### src/cfse_pkg.sv
// ----------------------------------------------------------------------------
// cfse_pkg
// shared types, opcodes and helper functions for the clock field set editor
// ----------------------------------------------------------------------------
`default_nettype none

package cfse_pkg;

    typedef enum logic [2:0] {
        OP_LOAD    = 3'd0,
        OP_NEXT    = 3'd1,
        OP_INC     = 3'd2,
        OP_DEC     = 3'd3,
        OP_CONFIRM = 3'd4
    } opcode_t;

    typedef enum logic [2:0] {
        FLD_NONE    = 3'd0,
        FLD_YEAR    = 3'd1,
        FLD_MONTH   = 3'd2,
        FLD_DAY     = 3'd3,
        FLD_WEEKDAY = 3'd4,
        FLD_HOUR    = 3'd5,
        FLD_MINUTE  = 3'd6,
        FLD_SECOND  = 3'd7
    } field_sel_t;

    localparam int unsigned WrapW = 7;

    localparam logic [6:0] YearMax    = 7'd99;
    localparam logic [6:0] MonthMin   = 7'd1;
    localparam logic [6:0] MonthMax   = 7'd12;
    localparam logic [6:0] DayMin     = 7'd1;
    localparam logic [6:0] WeekdayMin = 7'd1;
    localparam logic [6:0] WeekdayMax = 7'd7;
    localparam logic [6:0] HourMax    = 7'd23;
    localparam logic [6:0] MinSecMax  = 7'd59;

    // one input item as held in the input register
    typedef struct packed {
        logic [2:0] opcode;
        logic [5:0] load_seconds;
        logic [5:0] load_minutes;
        logic [4:0] load_hours;
        logic [4:0] load_day;
        logic [3:0] load_month;
        logic [2:0] load_weekday;
        logic [6:0] load_year;
    } item_t;

    // editor state, shown directly on the result fields
    typedef struct packed {
        logic [2:0] cursor;
        logic [5:0] seconds;
        logic [5:0] minutes;
        logic [4:0] hours;
        logic [4:0] day;
        logic [3:0] month;
        logic [2:0] weekday;
        logic [6:0] year;
    } fields_t;

    // per-item side results that go into the result register
    typedef struct packed {
        logic       commit;
        logic [7:0] display_address;
    } side_t;

    // wrapping step in lo..hi; out-of-range goes to lo (up) or hi (down)
    function automatic logic [WrapW-1:0] wrap_step(
        input logic [WrapW-1:0] v,
        input logic [WrapW-1:0] lo,
        input logic [WrapW-1:0] hi,
        input logic             up
    );
        logic [WrapW-1:0] r;
        if (up)
        begin
            r = (v >= hi || v < lo) ? lo : v + 1'b1;
        end
        else
        begin
            r = (v <= lo || v > hi) ? hi : v - 1'b1;
        end
        return r;
    endfunction

    // days in month, no leap-year rule
    function automatic logic [WrapW-1:0] month_length(input logic [3:0] m);
        logic [WrapW-1:0] r;
        case (m)
            4'd1, 4'd3, 4'd5, 4'd7, 4'd8, 4'd10, 4'd12: r = 7'd31;
            4'd4, 4'd6, 4'd9, 4'd11:                    r = 7'd30;
            default:                                    r = 7'd29;
        endcase
        return r;
    endfunction

    // display cursor command for the selected field
    function automatic logic [7:0] cursor_address(input logic [2:0] c);
        logic [7:0] r;
        unique case (field_sel_t'(c))
            FLD_NONE:    r = 8'h00;
            FLD_YEAR:    r = 8'h83;
            FLD_MONTH:   r = 8'h86;
            FLD_DAY:     r = 8'h89;
            FLD_WEEKDAY: r = 8'h8F;
            FLD_HOUR:    r = 8'hC1;
            FLD_MINUTE:  r = 8'hC4;
            FLD_SECOND:  r = 8'hC7;
            default:     r = 8'h00;
        endcase
        return r;
    endfunction

endpackage

`default_nettype wire

### src/clock_field_set_editor.sv
// ----------------------------------------------------------------------------
// clock_field_set_editor
// time-setting editor for a calendar clock with field cursor and commit
// ----------------------------------------------------------------------------
// Each key item gives one result item. An accepted item is held in the input
// register until the update logic moves it into the result register and the
// field registers together, so out_valid rises once the held item crosses over,
// and a new item is taken every cycle while results are consumed.
// The field registers feed the result field ports directly; they only change
// when the result register reloads, so a stalled result holds steady. Opcode
// 0 loads all seven fields as given (no range check) and deselects the
// cursor, 1 steps the cursor 1..7 and around, 2 and 3 wrap the selected field
// within its range (day range follows the month, February always 29 days),
// 4 raises commit for that one result and deselects the cursor. Opcodes 5..7
// change nothing.
// ----------------------------------------------------------------------------
`default_nettype none

module clock_field_set_editor (
    input  wire logic       clk,
    input  wire logic       rst_n,

    input  wire logic       in_valid,
    output logic            in_ready,
    input  wire logic [2:0] opcode,
    input  wire logic [5:0] load_seconds,
    input  wire logic [5:0] load_minutes,
    input  wire logic [4:0] load_hours,
    input  wire logic [4:0] load_day,
    input  wire logic [3:0] load_month,
    input  wire logic [2:0] load_weekday,
    input  wire logic [6:0] load_year,

    output logic            out_valid,
    input  wire logic       out_ready,
    output logic [2:0]      cursor_field,
    output logic [5:0]      seconds,
    output logic [5:0]      minutes,
    output logic [4:0]      hours,
    output logic [4:0]      day,
    output logic [3:0]      month,
    output logic [2:0]      weekday,
    output logic [6:0]      year,
    output logic [7:0]      display_address,
    output logic            commit
);

    cfse_pkg::item_t   item_in;
    cfse_pkg::item_t   item;
    cfse_pkg::fields_t fields;
    cfse_pkg::side_t   side_next;
    cfse_pkg::side_t   side;
    logic              item_valid;
    logic              advance;

    // gather the input ports into one item
    assign item_in.opcode       = opcode;
    assign item_in.load_seconds = load_seconds;
    assign item_in.load_minutes = load_minutes;
    assign item_in.load_hours   = load_hours;
    assign item_in.load_day     = load_day;
    assign item_in.load_month   = load_month;
    assign item_in.load_weekday = load_weekday;
    assign item_in.load_year    = load_year;

    // input register
    cfse_in_stage u_in_stage (
        .clk        (clk),
        .rst_n      (rst_n),
        .in_valid   (in_valid),
        .in_ready   (in_ready),
        .item_in    (item_in),
        .advance    (advance),
        .item_valid (item_valid),
        .item_out   (item)
    );

    // field registers and update logic
    cfse_core u_core (
        .clk       (clk),
        .rst_n     (rst_n),
        .advance   (advance),
        .item      (item),
        .fields    (fields),
        .side_next (side_next)
    );

    // result register, decides when an item crosses over
    cfse_out_stage u_out_stage (
        .clk        (clk),
        .rst_n      (rst_n),
        .item_valid (item_valid),
        .side_next  (side_next),
        .advance    (advance),
        .out_valid  (out_valid),
        .out_ready  (out_ready),
        .side       (side)
    );

    // result fields come straight from the state
    assign cursor_field    = fields.cursor;
    assign seconds         = fields.seconds;
    assign minutes         = fields.minutes;
    assign hours           = fields.hours;
    assign day             = fields.day;
    assign month           = fields.month;
    assign weekday         = fields.weekday;
    assign year            = fields.year;
    assign display_address = side.display_address;
    assign commit          = side.commit;

    // a commit always leaves the cursor deselected
    a_commit_clears_cursor: assert property (
        @(posedge clk) disable iff (!rst_n)
        out_valid && commit |-> cursor_field == cfse_pkg::FLD_NONE
    ) else $error("commit with a field still selected");

    // display address is zero exactly when no field is selected
    a_addr_matches_cursor: assert property (
        @(posedge clk) disable iff (!rst_n)
        out_valid |-> ((cursor_field == cfse_pkg::FLD_NONE) == (display_address == 8'h00))
    ) else $error("display address out of step with cursor");

    // state never moves while a result is held back
    a_state_holds_on_stall: assert property (
        @(posedge clk) disable iff (!rst_n)
        out_valid && !out_ready |=> $stable(cursor_field) && $stable(day) && $stable(year)
    ) else $error("field state changed under a stalled result");

    // with the result slot empty the input side can always take an item
    a_no_bubble_stall: assert property (
        @(posedge clk) disable iff (!rst_n)
        !out_valid |-> in_ready
    ) else $error("input stalled with an empty result register");

endmodule

`default_nettype wire

### src/cfse_in_stage.sv
// ----------------------------------------------------------------------------
// cfse_in_stage
// input register: holds one item until the core takes it
// ----------------------------------------------------------------------------
`default_nettype none

module cfse_in_stage (
    input  wire logic            clk,
    input  wire logic            rst_n,
    input  wire logic            in_valid,
    output logic                 in_ready,
    input  wire cfse_pkg::item_t item_in,
    input  wire logic            advance,
    output logic                 item_valid,
    output cfse_pkg::item_t      item_out
);

    logic            valid_reg;
    logic            valid_next;
    cfse_pkg::item_t item_reg;

    // free slot, or the held item leaves this cycle
    assign in_ready = !valid_reg || advance;

    always_comb
    begin
        valid_next = valid_reg;
        if (in_valid && in_ready)
        begin
            valid_next = 1'b1;
        end
        else if (advance)
        begin
            valid_next = 1'b0;
        end
    end

    always_ff @(posedge clk or negedge rst_n)
    begin
        if (!rst_n)
        begin
            valid_reg <= 1'b0;
        end
        else
        begin
            valid_reg <= valid_next;
        end
    end

    always_ff @(posedge clk)
    begin
        if (in_valid && in_ready)
        begin
            item_reg <= item_in;
        end
    end

    assign item_valid = valid_reg;
    assign item_out   = item_reg;

endmodule

`default_nettype wire

### src/cfse_core.sv
// ----------------------------------------------------------------------------
// cfse_core
// field and cursor registers with the per-item update logic
// ----------------------------------------------------------------------------
`default_nettype none

module cfse_core (
    input  wire logic            clk,
    input  wire logic            rst_n,
    input  wire logic            advance,
    input  wire cfse_pkg::item_t item,
    output cfse_pkg::fields_t    fields,
    output cfse_pkg::side_t      side_next
);

    cfse_pkg::fields_t state_reg;
    cfse_pkg::fields_t state_next;
    logic              up;
    logic              adjust;

    always_comb
    begin
        state_next = state_reg;
        up         = 1'b0;
        adjust     = 1'b0;
        side_next.commit = 1'b0;

        unique case (cfse_pkg::opcode_t'(item.opcode))
            cfse_pkg::OP_LOAD:
            begin
                state_next.seconds = item.load_seconds;
                state_next.minutes = item.load_minutes;
                state_next.hours   = item.load_hours;
                state_next.day     = item.load_day;
                state_next.month   = item.load_month;
                state_next.weekday = item.load_weekday;
                state_next.year    = item.load_year;
                state_next.cursor  = cfse_pkg::FLD_NONE;
            end
            cfse_pkg::OP_NEXT:
            begin
                state_next.cursor = (state_reg.cursor == cfse_pkg::FLD_SECOND) ?
                                    cfse_pkg::FLD_YEAR : state_reg.cursor + 1'b1;
            end
            cfse_pkg::OP_INC:
            begin
                up     = 1'b1;
                adjust = 1'b1;
            end
            cfse_pkg::OP_DEC:
            begin
                adjust = 1'b1;
            end
            cfse_pkg::OP_CONFIRM:
            begin
                side_next.commit  = 1'b1;
                state_next.cursor = cfse_pkg::FLD_NONE;
            end
            default:
            begin
            end
        endcase

        // only the selected field moves
        if (adjust)
        begin
            unique case (cfse_pkg::field_sel_t'(state_reg.cursor))
                cfse_pkg::FLD_YEAR:
                    state_next.year = cfse_pkg::wrap_step(state_reg.year,
                        7'd0, cfse_pkg::YearMax, up);
                cfse_pkg::FLD_MONTH:
                    state_next.month = 4'(cfse_pkg::wrap_step({3'd0, state_reg.month},
                        cfse_pkg::MonthMin, cfse_pkg::MonthMax, up));
                cfse_pkg::FLD_DAY:
                    state_next.day = 5'(cfse_pkg::wrap_step({2'd0, state_reg.day},
                        cfse_pkg::DayMin, cfse_pkg::month_length(state_reg.month), up));
                cfse_pkg::FLD_WEEKDAY:
                    state_next.weekday = 3'(cfse_pkg::wrap_step({4'd0, state_reg.weekday},
                        cfse_pkg::WeekdayMin, cfse_pkg::WeekdayMax, up));
                cfse_pkg::FLD_HOUR:
                    state_next.hours = 5'(cfse_pkg::wrap_step({2'd0, state_reg.hours},
                        7'd0, cfse_pkg::HourMax, up));
                cfse_pkg::FLD_MINUTE:
                    state_next.minutes = 6'(cfse_pkg::wrap_step({1'b0, state_reg.minutes},
                        7'd0, cfse_pkg::MinSecMax, up));
                cfse_pkg::FLD_SECOND:
                    state_next.seconds = 6'(cfse_pkg::wrap_step({1'b0, state_reg.seconds},
                        7'd0, cfse_pkg::MinSecMax, up));
                default:
                begin
                end
            endcase
        end

        side_next.display_address = cfse_pkg::cursor_address(state_next.cursor);
    end

    always_ff @(posedge clk or negedge rst_n)
    begin
        if (!rst_n)
        begin
            state_reg <= '0;
        end
        else if (advance)
        begin
            state_reg <= state_next;
        end
    end

    assign fields = state_reg;

endmodule

`default_nettype wire

### src/cfse_out_stage.sv
// ----------------------------------------------------------------------------
// cfse_out_stage
// result register: valid flag, commit pulse and display address
// ----------------------------------------------------------------------------
`default_nettype none

module cfse_out_stage (
    input  wire logic            clk,
    input  wire logic            rst_n,
    input  wire logic            item_valid,
    input  wire cfse_pkg::side_t side_next,
    output logic                 advance,
    output logic                 out_valid,
    input  wire logic            out_ready,
    output cfse_pkg::side_t      side
);

    logic            valid_reg;
    logic            valid_next;
    cfse_pkg::side_t side_reg;

    // move an item across when the result slot is empty or being emptied
    assign advance = item_valid && (!valid_reg || out_ready);

    always_comb
    begin
        valid_next = valid_reg;
        if (advance)
        begin
            valid_next = 1'b1;
        end
        else if (out_ready)
        begin
            valid_next = 1'b0;
        end
    end

    always_ff @(posedge clk or negedge rst_n)
    begin
        if (!rst_n)
        begin
            valid_reg <= 1'b0;
        end
        else
        begin
            valid_reg <= valid_next;
        end
    end

    always_ff @(posedge clk)
    begin
        if (advance)
        begin
            side_reg <= side_next;
        end
    end

    assign out_valid = valid_reg;
    assign side      = side_reg;

endmodule

`default_nettype wire
### config.mk
export PLATFORM = sky130hd
export DESIGN_NAME = clock_field_set_editor
export DESIGN_NICKNAME = d
export VERILOG_FILES = /design/src/cfse_pkg.sv /design/src/clock_field_set_editor.sv /design/src/cfse_in_stage.sv /design/src/cfse_core.sv /design/src/cfse_out_stage.sv
export SDC_FILE = /design/constraint.sdc
export NUM_CORES = 1
export LEC_CHECK = 0
export ABC_AREA = 1
export BUFFER_PORTS_ARGS = -buffer_cell sky130_fd_sc_hd__buf_2
export CORE_MARGIN = 2
export CORE_UTILIZATION = 52
export DETAILED_ROUTE_END_ITERATION = 16
export GPL_TIMING_DRIVEN = 0
export PLACE_DENSITY = 0.89
export SLEW_MARGIN = 20
export SYNTH_ARGS = -nofsm -noshare
export SYNTH_HDL_FRONTEND = slang
export SYNTH_HIERARCHICAL = 1
export SYNTH_SLANG_ARGS = --single-unit
### constraint.sdc
create_clock -name clk -period 3.2 [get_ports clk]
set_clock_uncertainty 0.05 [all_clocks]
set_input_delay 0.8 -clock clk [delete_from_list [all_inputs] [get_ports clk]]
set_output_delay 0.8 -clock clk [all_outputs]
set_load 0.01 [all_outputs]
# ---- After elaboration in Yosys (flattened, before gate mapping)
# Memory sizes are Yosys's and may differ from the RTL's. A register that Yosys moved wholly into a read port is not among the register bits.
# Cells that the tools add are included.
dict set report totals {
  reg_bits 89
  romBits 80
  inputBits 43
  out_inout_bits 50
  wordCells 134
  n_memories 2
}
# name depth width read_ports rd_clocked_by_memory_dff write_ports line
set memory_table {}
lappend memory_table {{(no name shown)} 8 6 1 1 0 cfse_pkg.sv:102} ;# unique case (field_sel_t'(c))
lappend memory_table {{(no name shown)} 16 2 1 0 0 cfse_pkg.sv:91} ;# case (m)
dict set report op_classes {
  n_addsub 15
  order_cmp 24
  eq_ne 11
  mux 41
  reduce_logical 21
}
# operator count
set op_table {}
lappend op_table {{36-bit two-way mux} 2}
lappend op_table {{6-bit two-way mux} 8}
lappend op_table {{7-bit two-way mux} 6}
lappend op_table {{5-bit two-way mux} 8}
lappend op_table {{4-bit two-way mux} 4}
lappend op_table {{3-bit equality test (second input constant)} 5}
lappend op_table {{3-bit two-way mux} 5}
lappend op_table {{6-bit by 1-bit adder with 6-bit output (second input constant)} 2}
lappend op_table {{3-bit by 2-bit equality test with 1-bit output (second input constant)} 4}
lappend op_table {{6-bit greater-or-equal comparator (second input constant)} 2}
lappend op_table {{6-bit greater-than comparator (second input constant)} 2}
lappend op_table {{6-bit by 1-bit less-or-equal comparator with 1-bit output (second input constant)} 2}
lappend op_table {{1-bit logical OR} 12}
lappend op_table {{6-bit by 1-bit subtractor with 6-bit output (second input constant)} 2}
lappend op_table {{5-bit by 1-bit adder with 5-bit output (second input constant)} 2}
lappend op_table {{5-bit by 1-bit less-or-equal comparator with 1-bit output (second input constant)} 2}
lappend op_table {{5-bit by 1-bit subtractor with 5-bit output (second input constant)} 2}
lappend op_table {{7-bit by 1-bit adder with 7-bit output (second input constant)} 1}
lappend op_table {{5-bit by 7-bit greater-or-equal comparator with 1-bit output} 1}
lappend op_table {{7-bit greater-or-equal comparator (second input constant)} 1}
lappend op_table {{5-bit by 7-bit greater-than comparator with 1-bit output} 1}
lappend op_table {{7-bit greater-than comparator (second input constant)} 1}
lappend op_table {{7-bit by 1-bit less-or-equal comparator with 1-bit output (second input constant)} 1}
lappend op_table {{7-bit by 1-bit < comparator with 1-bit output (second input constant)} 1}
lappend op_table {{other kinds (23)} 35}

# ---- Depth between registers and ports, before layout
# Gate-level depths: netlist of run 1.
dict set report depth {
  depth_word 10
  ltp_mapped 16
}

# ---- By module
# Netlist of run 1, hierarchy kept.
# mod n_inst cells_each area_each_um2
set modules_own_cells {}
lappend modules_own_cells {cfse_core 1 713 4306.6}
lappend modules_own_cells {cfse_in_stage 1 45 1216.2}
lappend modules_own_cells {cfse_out_stage 1 15 319.1}

# ---- Worst setup path after synthesis of run 1
# No wires, ideal clock.
dict set report synth_path {
  path_kind {input port to flip-flop}
  start {input out_ready}
  end {register u_in_stage.item_reg, in the netlist u_in_stage/item_out[0], enable pin}
  setup_ns 0.448
  t_arrival_ns 3.327
  required_ns 2.702
  slack_ns -0.625
  stages 4
  n_path_buf 0
  cell_sequence {inv_1 a21oi_2 inv_1 a21oi_1}
}
dict set report synth_via {
  elab_chain_cells 4
}
# item line
set synth_rtl {}
lappend synth_rtl {{start: declaration} clock_field_set_editor.sv:35} ;# input wire logic out_ready,
lappend synth_rtl {{1-bit logical OR} cfse_out_stage.sv:23} ;# assign advance = item_valid && (!valid_reg || out_ready);
lappend synth_rtl {{1-bit logical AND} cfse_out_stage.sv:23}
lappend synth_rtl {{net advance} clock_field_set_editor.sv:54} ;# logic advance;
lappend synth_rtl {{1-bit logical OR} cfse_in_stage.sv:23} ;# assign in_ready = !valid_reg || advance;
lappend synth_rtl {{1-bit logical AND} cfse_in_stage.sv:52} ;# if (in_valid && in_ready)
lappend synth_rtl {{end signal: assignment} cfse_in_stage.sv:54} ;# item_reg <= item_in;
lappend synth_rtl {{end: declaration} cfse_in_stage.sv:20} ;# cfse_pkg::item_t item_reg;
# The timed path passes the listed nets, and every way through them passes these cells.
# A chain may end at the register's enable or synchronous reset.

# ---- Worst setup path after layout of run 1
dict set report layout_path {
  start {input out_ready}
  end {output in_ready}
}
dict set report layout_via {
  elab_chain_cells 3
}
# item line
set layout_rtl {}
lappend layout_rtl {{1-bit logical OR} cfse_out_stage.sv:23}
lappend layout_rtl {{1-bit logical AND} cfse_out_stage.sv:23}
lappend layout_rtl {{net advance} clock_field_set_editor.sv:54}
lappend layout_rtl {{1-bit logical OR} cfse_in_stage.sv:23}
lappend layout_rtl {{end: declaration} clock_field_set_editor.sv:24} ;# output logic in_ready,
# The timed path passes the listed nets, and every way through them passes these cells.

==> reports/metrics.csv, run 1 <==
stage;metric;value;unit
outcome;status;finished, final reports clean;
finish;Antenna diodes;0;
critical_path;CP bufs+invs;4;
finish;non-filler cells, final;1023;
finish;nets;955;
detailed_routing;post-DR vias/cell;5.596;
finish;commonest non-fill, non-tap cell in the layout;nand2_1;
synthesis;gate count after technology mapping;773;
global_routing;initial antenna violation count;0;
floorplanning;starting density of the core;53.65;%
cts;Post CTS Setup Buffer Count;0;
synthesis;multiplexer share of the synthesized area;0;%
power_and_ir_drop;Max VDD drop;0.4075;mV
timing;Final min period;2.855;ns
synthesis;Synth area leader;edfxtp_1;
synthesis;Post-Synth Simple-Gate Area;28.46;%
cts;CTS sink cnt;89;
cts;clk_lat worst skew;0.39;ns
timing;Final period util;89.23;%
critical_path;crit-path cells;buf_2 > inv_1 > a21oi_2 > inv_1 > nand2_1 > buf_2;
timing;Max Clock Freq;0.3502;GHz
global_routing;global-route wire length before repair;25.63;mm
detailed_routing;DR top layer;met4;
timing;setup violators final;0;
synthesis;Seq/Total Area, Yosys;42.24;%
critical_path;Crit path depth;6;
floorplanning;die area;12100;sq um
finish;most frequent cells in the layout;nand2_1, buf_2, nand3_1, inv_1, nor2_1;
placed_design;Setup WS pre-CTS;0.1995;ns
finish;Layout Utilization;61.68;%
synthesis;number of storage elements in the synthesis netlist;89;
critical_path;setup slack, reg-to-reg;0.61;ns
power_and_ir_drop;PD cells;722.8;nW/um^2
cts;Post-CTS Hold Buffers;0;
synthesis;largest family of logic cells by synthesized area;simple AND/OR/NAND/NOR gates;
critical_path;Critical Path Source Type;input pin;
critical_path;CP Max Fanout;15;
critical_path;Slowest cell on crit path;a21oi_2;
cts;Gates resized, CTS repair;0;
global_routing;Total GRT Usage;27.76;%
finish;layout cells sized above 1;15.40;%
placed_design;dpl cells;1007;
critical_path;FF-to-FF path depth;14;
min_path;worst hold path type;in2async;
job;Max Cap Viol;0;
synthesis;Synth cell types;32;
floorplanning;core area;10890;sq um
synthesis;XOR/XNOR Fraction of Synth Area;2.849;%
finish;Area Overhead vs Synth;14.95;%
synthesis;Avg Cell Area, Syn;7.557;sq um
critical_path;CP max stage delay;0.61;ns
power_and_ir_drop;Tot Pwr;4.854;mW
detailed_routing;DRC Markers;0;
critical_path;Critical Path AT;2.01;ns
cts;CTS tree;yes;
detailed_routing;DR vias;5725;
floorplanning;I/O pins;93;
synthesis;Synth area leaders;edfxtp_1, dfrtp_1, nand2_1;
cts;root buffer cell;clkbuf_8;
cts;Reg clk slew, reported paths;0.10;ns
critical_path;WS Path Type;in2out;
synthesis;Post-Synth Adder-Cell Area;7.282;%
detailed_routing;DR WL met3;1.537;mm
global_routing;largest net degree at the start of global routing;42;
timing;worst-margin pin slew;0.7668;ns
power_and_ir_drop;leakage power;3.213;nW
placed_design;Detailed Place HPWL;11.11;mm
placed_design;GPL Wtd Cong;0.9222;
cts;Bufs on Longest Clock Path;2;
timing;Max Slew Vio Count;0;
detailed_routing;routed wl met2;7.448;mm
synthesis;Synth Warn #;6;
synthesis;netlist area before placement;5842;sq um
critical_path;cell family with most CP delay;compound AO/OA/AOI/OAI gates;
finish;finished layout cell area;6715;sq um
synthesis;Yosys top cell area share;24.67;%
timing;slew margin rel.;48.88;%
timing;RSZ-0062 raised after global routing;no;
synthesis;area fraction in compound gates after synthesis;11.89;%
placed_design;I/O Buffers;92;
global_routing;grt ovf;0;
timing;slack of the critical path;0.3445;ns
placed_design;Post-DP Area;6520;sq um
detailed_routing;final wirelength;15.95;mm
floorplanning;die width;110.0;um
global_routing;number of global-route vias before repair;5331;
detailed_routing;drt wl/cell;15.59;um
critical_path;crit end category;primary output;
floorplanning;# rows;38;
detailed_routing;drt first-iter violations;662;
detailed_routing;met1 wire length;6.384;mm
timing;Final Hold Viols;0;
detailed_routing;1st-pass router iterations;7;
critical_path;Worst EP required;2.35;ns
cts;total CTS buffers;9;
cts;H-tree depth;3;
floorplanning;Die Y-Extent;110.0;um
detailed_routing;remaining antenna violation count;0;
per-layer routing:
layer | up-vias | GRT usage (%)
li1 | 2773 | -
met1 | 2561 | 35.00
met2 | 340 | 44.35
met3 | 51 | 7.525
met4 | 0 | 13.11
met5 | - | 0
worst reg2reg max path, delay by kind of cell (launching register included):
kind	cells	cell delay, ns
compound gates	2	0.31
buf+inv	2	0.33
fa+ha+maj	3	0.70
simple gates	7	0.63
flops	1	0.45
cell usage after synthesis:
cell type  count
nand2_1      243
nand3_1       74
inv_1         70
nor2_1        58
o21ai_0       51
edfxtp_1      48
dfrtp_1       41
a21oi_1       40
ha_1          34
xor2_1        19
nand4_1       15
a31oi_1       13
buf_2         13
clkbuf_1      13
o21ai_1        7
o211ai_1       6
inv_2          4
nand3b_1       4
a21oi_2        3
buf_4          3
nor2_4         2
nor3_1         2
a22o_1         1
a31o_2         1
buf_1          1
clkinv_1       1
conb_1         1
o21a_1         1
o22ai_1        1
o22ai_2        1
o31ai_1        1
or2_2          1
cell families after synthesis:
logic type,Yosys count
compound gates,126
xor+xnor,19
fa+ha+maj,34
buf+inv,105
flops,89
other cells,1
simple gates,399
stage by stage:
step	setup TNS (ns)	hold WS [ns]
2_1_floorplan	0	0.4544
3_3_place_gp	-27.37	0.4511
3_5_place_dp	0	0.4577
4_1_cts	0	0.4790
5_1_grt	0	0.3749
6_report	0	0.3600
worst paths after layout:
kind | start | end
max | out_ready | in_ready
min | rst_n | u_core/fields[20]
max reg2reg | u_core/fields[10] | u_core/fields[17]
min reg2reg | u_out_stage/out_valid | u_out_stage/out_valid
max in group asynchronous | rst_n | u_in_stage/item_valid
min in group clk | u_out_stage/out_valid | u_out_stage/out_valid
power by group:
group,internal [mW],total [mW],switching [mW]
clock network,0.338,0.765,0.427
registers,1.45,1.76,0.312
logic,0.864,2.32,1.46
area by class of cell:
| cell class | count | area (sq um) |
|---|---|---|
| Clock inverter | 4 | 36.28 |
| Sequential cell | 89 | 2467 |
| Inverter | 75 | 281.5 |
| Buffer | 30 | 140.1 |
| Timing Repair Buffer | 93 | 490.5 |
| Clock buffer | 12 | 156.4 |
| Multi-Input combinational cell | 580 | 2968 |
| Fill cell | 931 | 4173 |
| Tap cell | 140 | 175.2 |
(Power assumes the default switching activity.)
==> inputs of run 2 (changes only) <==
--- a/config.mk
+++ b/config.mk
@@ -11,7 +11,7 @@
 export CORE_UTILIZATION = 52
 export DETAILED_ROUTE_END_ITERATION = 16
 export GPL_TIMING_DRIVEN = 0
-export PLACE_DENSITY = 0.89
+export PLACE_DENSITY = 0.85
 export SLEW_MARGIN = 20
 export SYNTH_ARGS = -nofsm -noshare
 export SYNTH_HDL_FRONTEND = slang
==> run 2 against run 1 <==
  * Worst setup slack better by 0.023 ns
  * Highest routed layer unchanged
  * Critical endpoint unchanged
  * Sequential power about the same
  * Register-to-register slack got worse by 0.05 ns
  * Core utilization shrank 0.22 points
  * Total power fell by 1.2%
==> reports/metrics.csv, run 2 (synthesis results as in run 1) <==
stage;metric;value;unit;change
outcome;status;finished, final reports clean;;unchanged
detailed_routing;drt wl/cell;15.26;um;was 15.59 um
finish;commonest non-fill, non-tap cell in the layout;nand2_1;;unchanged
power_and_ir_drop;Combinational Power Share;48.2;%;was 47.9%
floorplanning;I/O pins;93;;unchanged
critical_path;WS Path Type;in2out;;unchanged
finish;finished layout cell area;6691;sq um;was 6715 sq um
critical_path;Critical Path AT;1.98;ns;was 2.01 ns
global_routing;number of global-route vias before repair;5119;;was 5331
placed_design;dpl cells;1007;;unchanged
floorplanning;die area;12100;sq um;unchanged
timing;worst-margin pin slew;0.7540;ns;was 0.7668 ns
finish;nets;955;;unchanged
cts;clk_lat worst skew;0.40;ns;was 0.39 ns
power_and_ir_drop;Pint;2.602;mW;was 2.654 mW
detailed_routing;1st-pass router iterations;6;;was 7
detailed_routing;DRC Markers;0;;unchanged
critical_path;Critical Path Source Type;input pin;;unchanged
cts;Post-CTS Hold Buffers;0;;unchanged
global_routing;Total GRT Usage;27.08;%;was 27.76%
power_and_ir_drop;Seq pwr share;36.9;%;was 36.3%
job;Max Cap Viol;0;;unchanged
timing;Max Clock Freq;0.3531;GHz;was 0.3502 GHz
placed_design;Detailed Place HPWL;11.04;mm;was 11.11 mm
cts;Reg clk slew, reported paths;0.10;ns;about the same
timing;slew margin rel.;49.73;%;was 48.88%
cts;Bufs on Longest Clock Path;2;;unchanged
timing;Final min period;2.832;ns;was 2.855 ns
cts;total CTS buffers;9;;unchanged
placed_design;I/O Buffers;92;;unchanged
timing;Max Slew Vio Count;0;;unchanged
min_path;worst hold path type;in2async;;unchanged
cts;H-tree depth;3;;unchanged
power_and_ir_drop;clock share of power;15.0;%;was 15.8%
floorplanning;# rows;38;;unchanged
power_and_ir_drop;PD cells;716.5;nW/um^2;was 722.8 nW/um^2
placed_design;Post-DP Area;6520;sq um;unchanged
critical_path;Worst EP required;2.35;ns;about the same
timing;RSZ-0062 raised after global routing;no;;unchanged
cts;CTS tree;yes;;unchanged
finish;Antenna diodes;0;;unchanged
timing;Final period util;88.51;%;was 89.23%
floorplanning;starting density of the core;53.65;%;unchanged
finish;most frequent cells in the layout;nand2_1, buf_2, nand3_1, inv_1, nor2_1;;unchanged
finish;Area Overhead vs Synth;14.54;%;was 14.95%
cts;CTS sink cnt;89;;unchanged
finish;layout cells sized above 1;15.42;%;was 15.40%
global_routing;initial antenna violation count;0;;unchanged
cts;Post CTS Setup Buffer Count;0;;unchanged
floorplanning;Die Y-Extent;110.0;um;unchanged
floorplanning;core area;10890;sq um;unchanged
critical_path;CP Max Fanout;15;;unchanged
floorplanning;die width;110.0;um;unchanged
global_routing;grt ovf;0;;unchanged
global_routing;largest net degree at the start of global routing;42;;unchanged
detailed_routing;drt first-iter violations;492;;was 662
timing;Final Hold Viols;0;;unchanged
power_and_ir_drop;Sw Share;45.74;%;was 45.32%
critical_path;crit end category;primary output;;unchanged
detailed_routing;remaining antenna violation count;0;;unchanged
power_and_ir_drop;leakage power;3.199;nW;was 3.213 nW
detailed_routing;final wirelength;15.60;mm;was 15.95 mm
global_routing;global-route wire length before repair;24.88;mm;was 25.63 mm
detailed_routing;DR vias;5709;;was 5725
cts;root buffer cell;clkbuf_8;;unchanged
detailed_routing;post-DR vias/cell;5.586;;was 5.596
placed_design;GPL Wtd Cong;0.9575;;was 0.9222
finish;non-filler cells, final;1022;;was 1023
power_and_ir_drop;Net Sw Power;2.193;mW;was 2.200 mW
timing;setup violators final;0;;unchanged
power_and_ir_drop;Max VDD drop;0.4010;mV;was 0.4075 mV
cts;Gates resized, CTS repair;0;;unchanged
-- run 2: through the flow --
| step | utilization [%] | setup WS (ns) | setup TNS, ns | hold WS, ns | power [mW] |
|---|---|---|---|---|---|
| final | 61.46 | 0.3677 | 0 | 0.3499 | 4.794 |
| after global routing | 61.46 | 0.2003 | 0 | 0.3822 | 5.181 |
| after CTS | 61.43 | 0.3434 | 0 | 0.4782 | 4.768 |
| after detailed placement | 59.88 | 0.2236 | 0 | 0.4604 | 4.043 |
| after global placement | 59.56 | -0.7094 | -27.45 | 0.4513 | 3.971 |
| after floorplan | - | 0.1270 | 0 | 0.4544 | 3.372 |
-- run 2: critical path, cell delays in order --
cell and delay, ns:
buf_2 0.07, inv_1 0.05, a21oi_2 0.61, inv_1 0.20
nand2_1 0.12, buf_2 0.13
-- run 2: cell type report --
cell class | count | area [sq um]
multi-input cells | 580 | 2968
well taps | 140 | 175.2
flip-flops and latches | 89 | 2467
clock buffers | 10 | 127.6
plain buffers | 30 | 140.1
inverters | 75 | 281.5
clock inverters | 5 | 41.29
repair buffers | 93 | 490.5
fillers | 962 | 4197
-- run 2: power by group through the flow --
stage                     Combinational, mW  Clock [mW]  Sequential [mW]
after floorplan                        1.57           0             1.80
after global placement                 2.19           0             1.78
after detailed placement               2.26           0             1.78
after CTS                              2.27       0.732             1.76
after global routing                   2.60       0.771             1.81
final                                  2.31       0.718             1.77
-- run 2: path summary, 6_finish.rpt --
check / startpoint / endpoint / slack [ns] / cells after the start
setup reg to reg: u_core/fields[10] / u_core/fields[17] / 0.56 / 14
min in group clk: u_out_stage/out_valid / u_out_stage/out_valid / 0.47 / 2
hold reg to reg: u_out_stage/out_valid / u_out_stage/out_valid / 0.47 / 2
setup / recovery: out_ready / in_ready / 0.37 / 6
max in group asynchronous: rst_n / u_in_stage/item_valid / 2.34 / 1
hold / removal: rst_n / u_core/fields[7] / 0.35 / 1
-- run 2: per-layer routing --
| metal | track usage (%) | part of all wire, % |
|---|---|---|
| met5 | 0 | 0 |
| met4 | 10.49 | 2.4 |
| met3 | 6.055 | 8.6 |
| met2 | 43.69 | 47 |
| met1 | 35.54 | 42 |
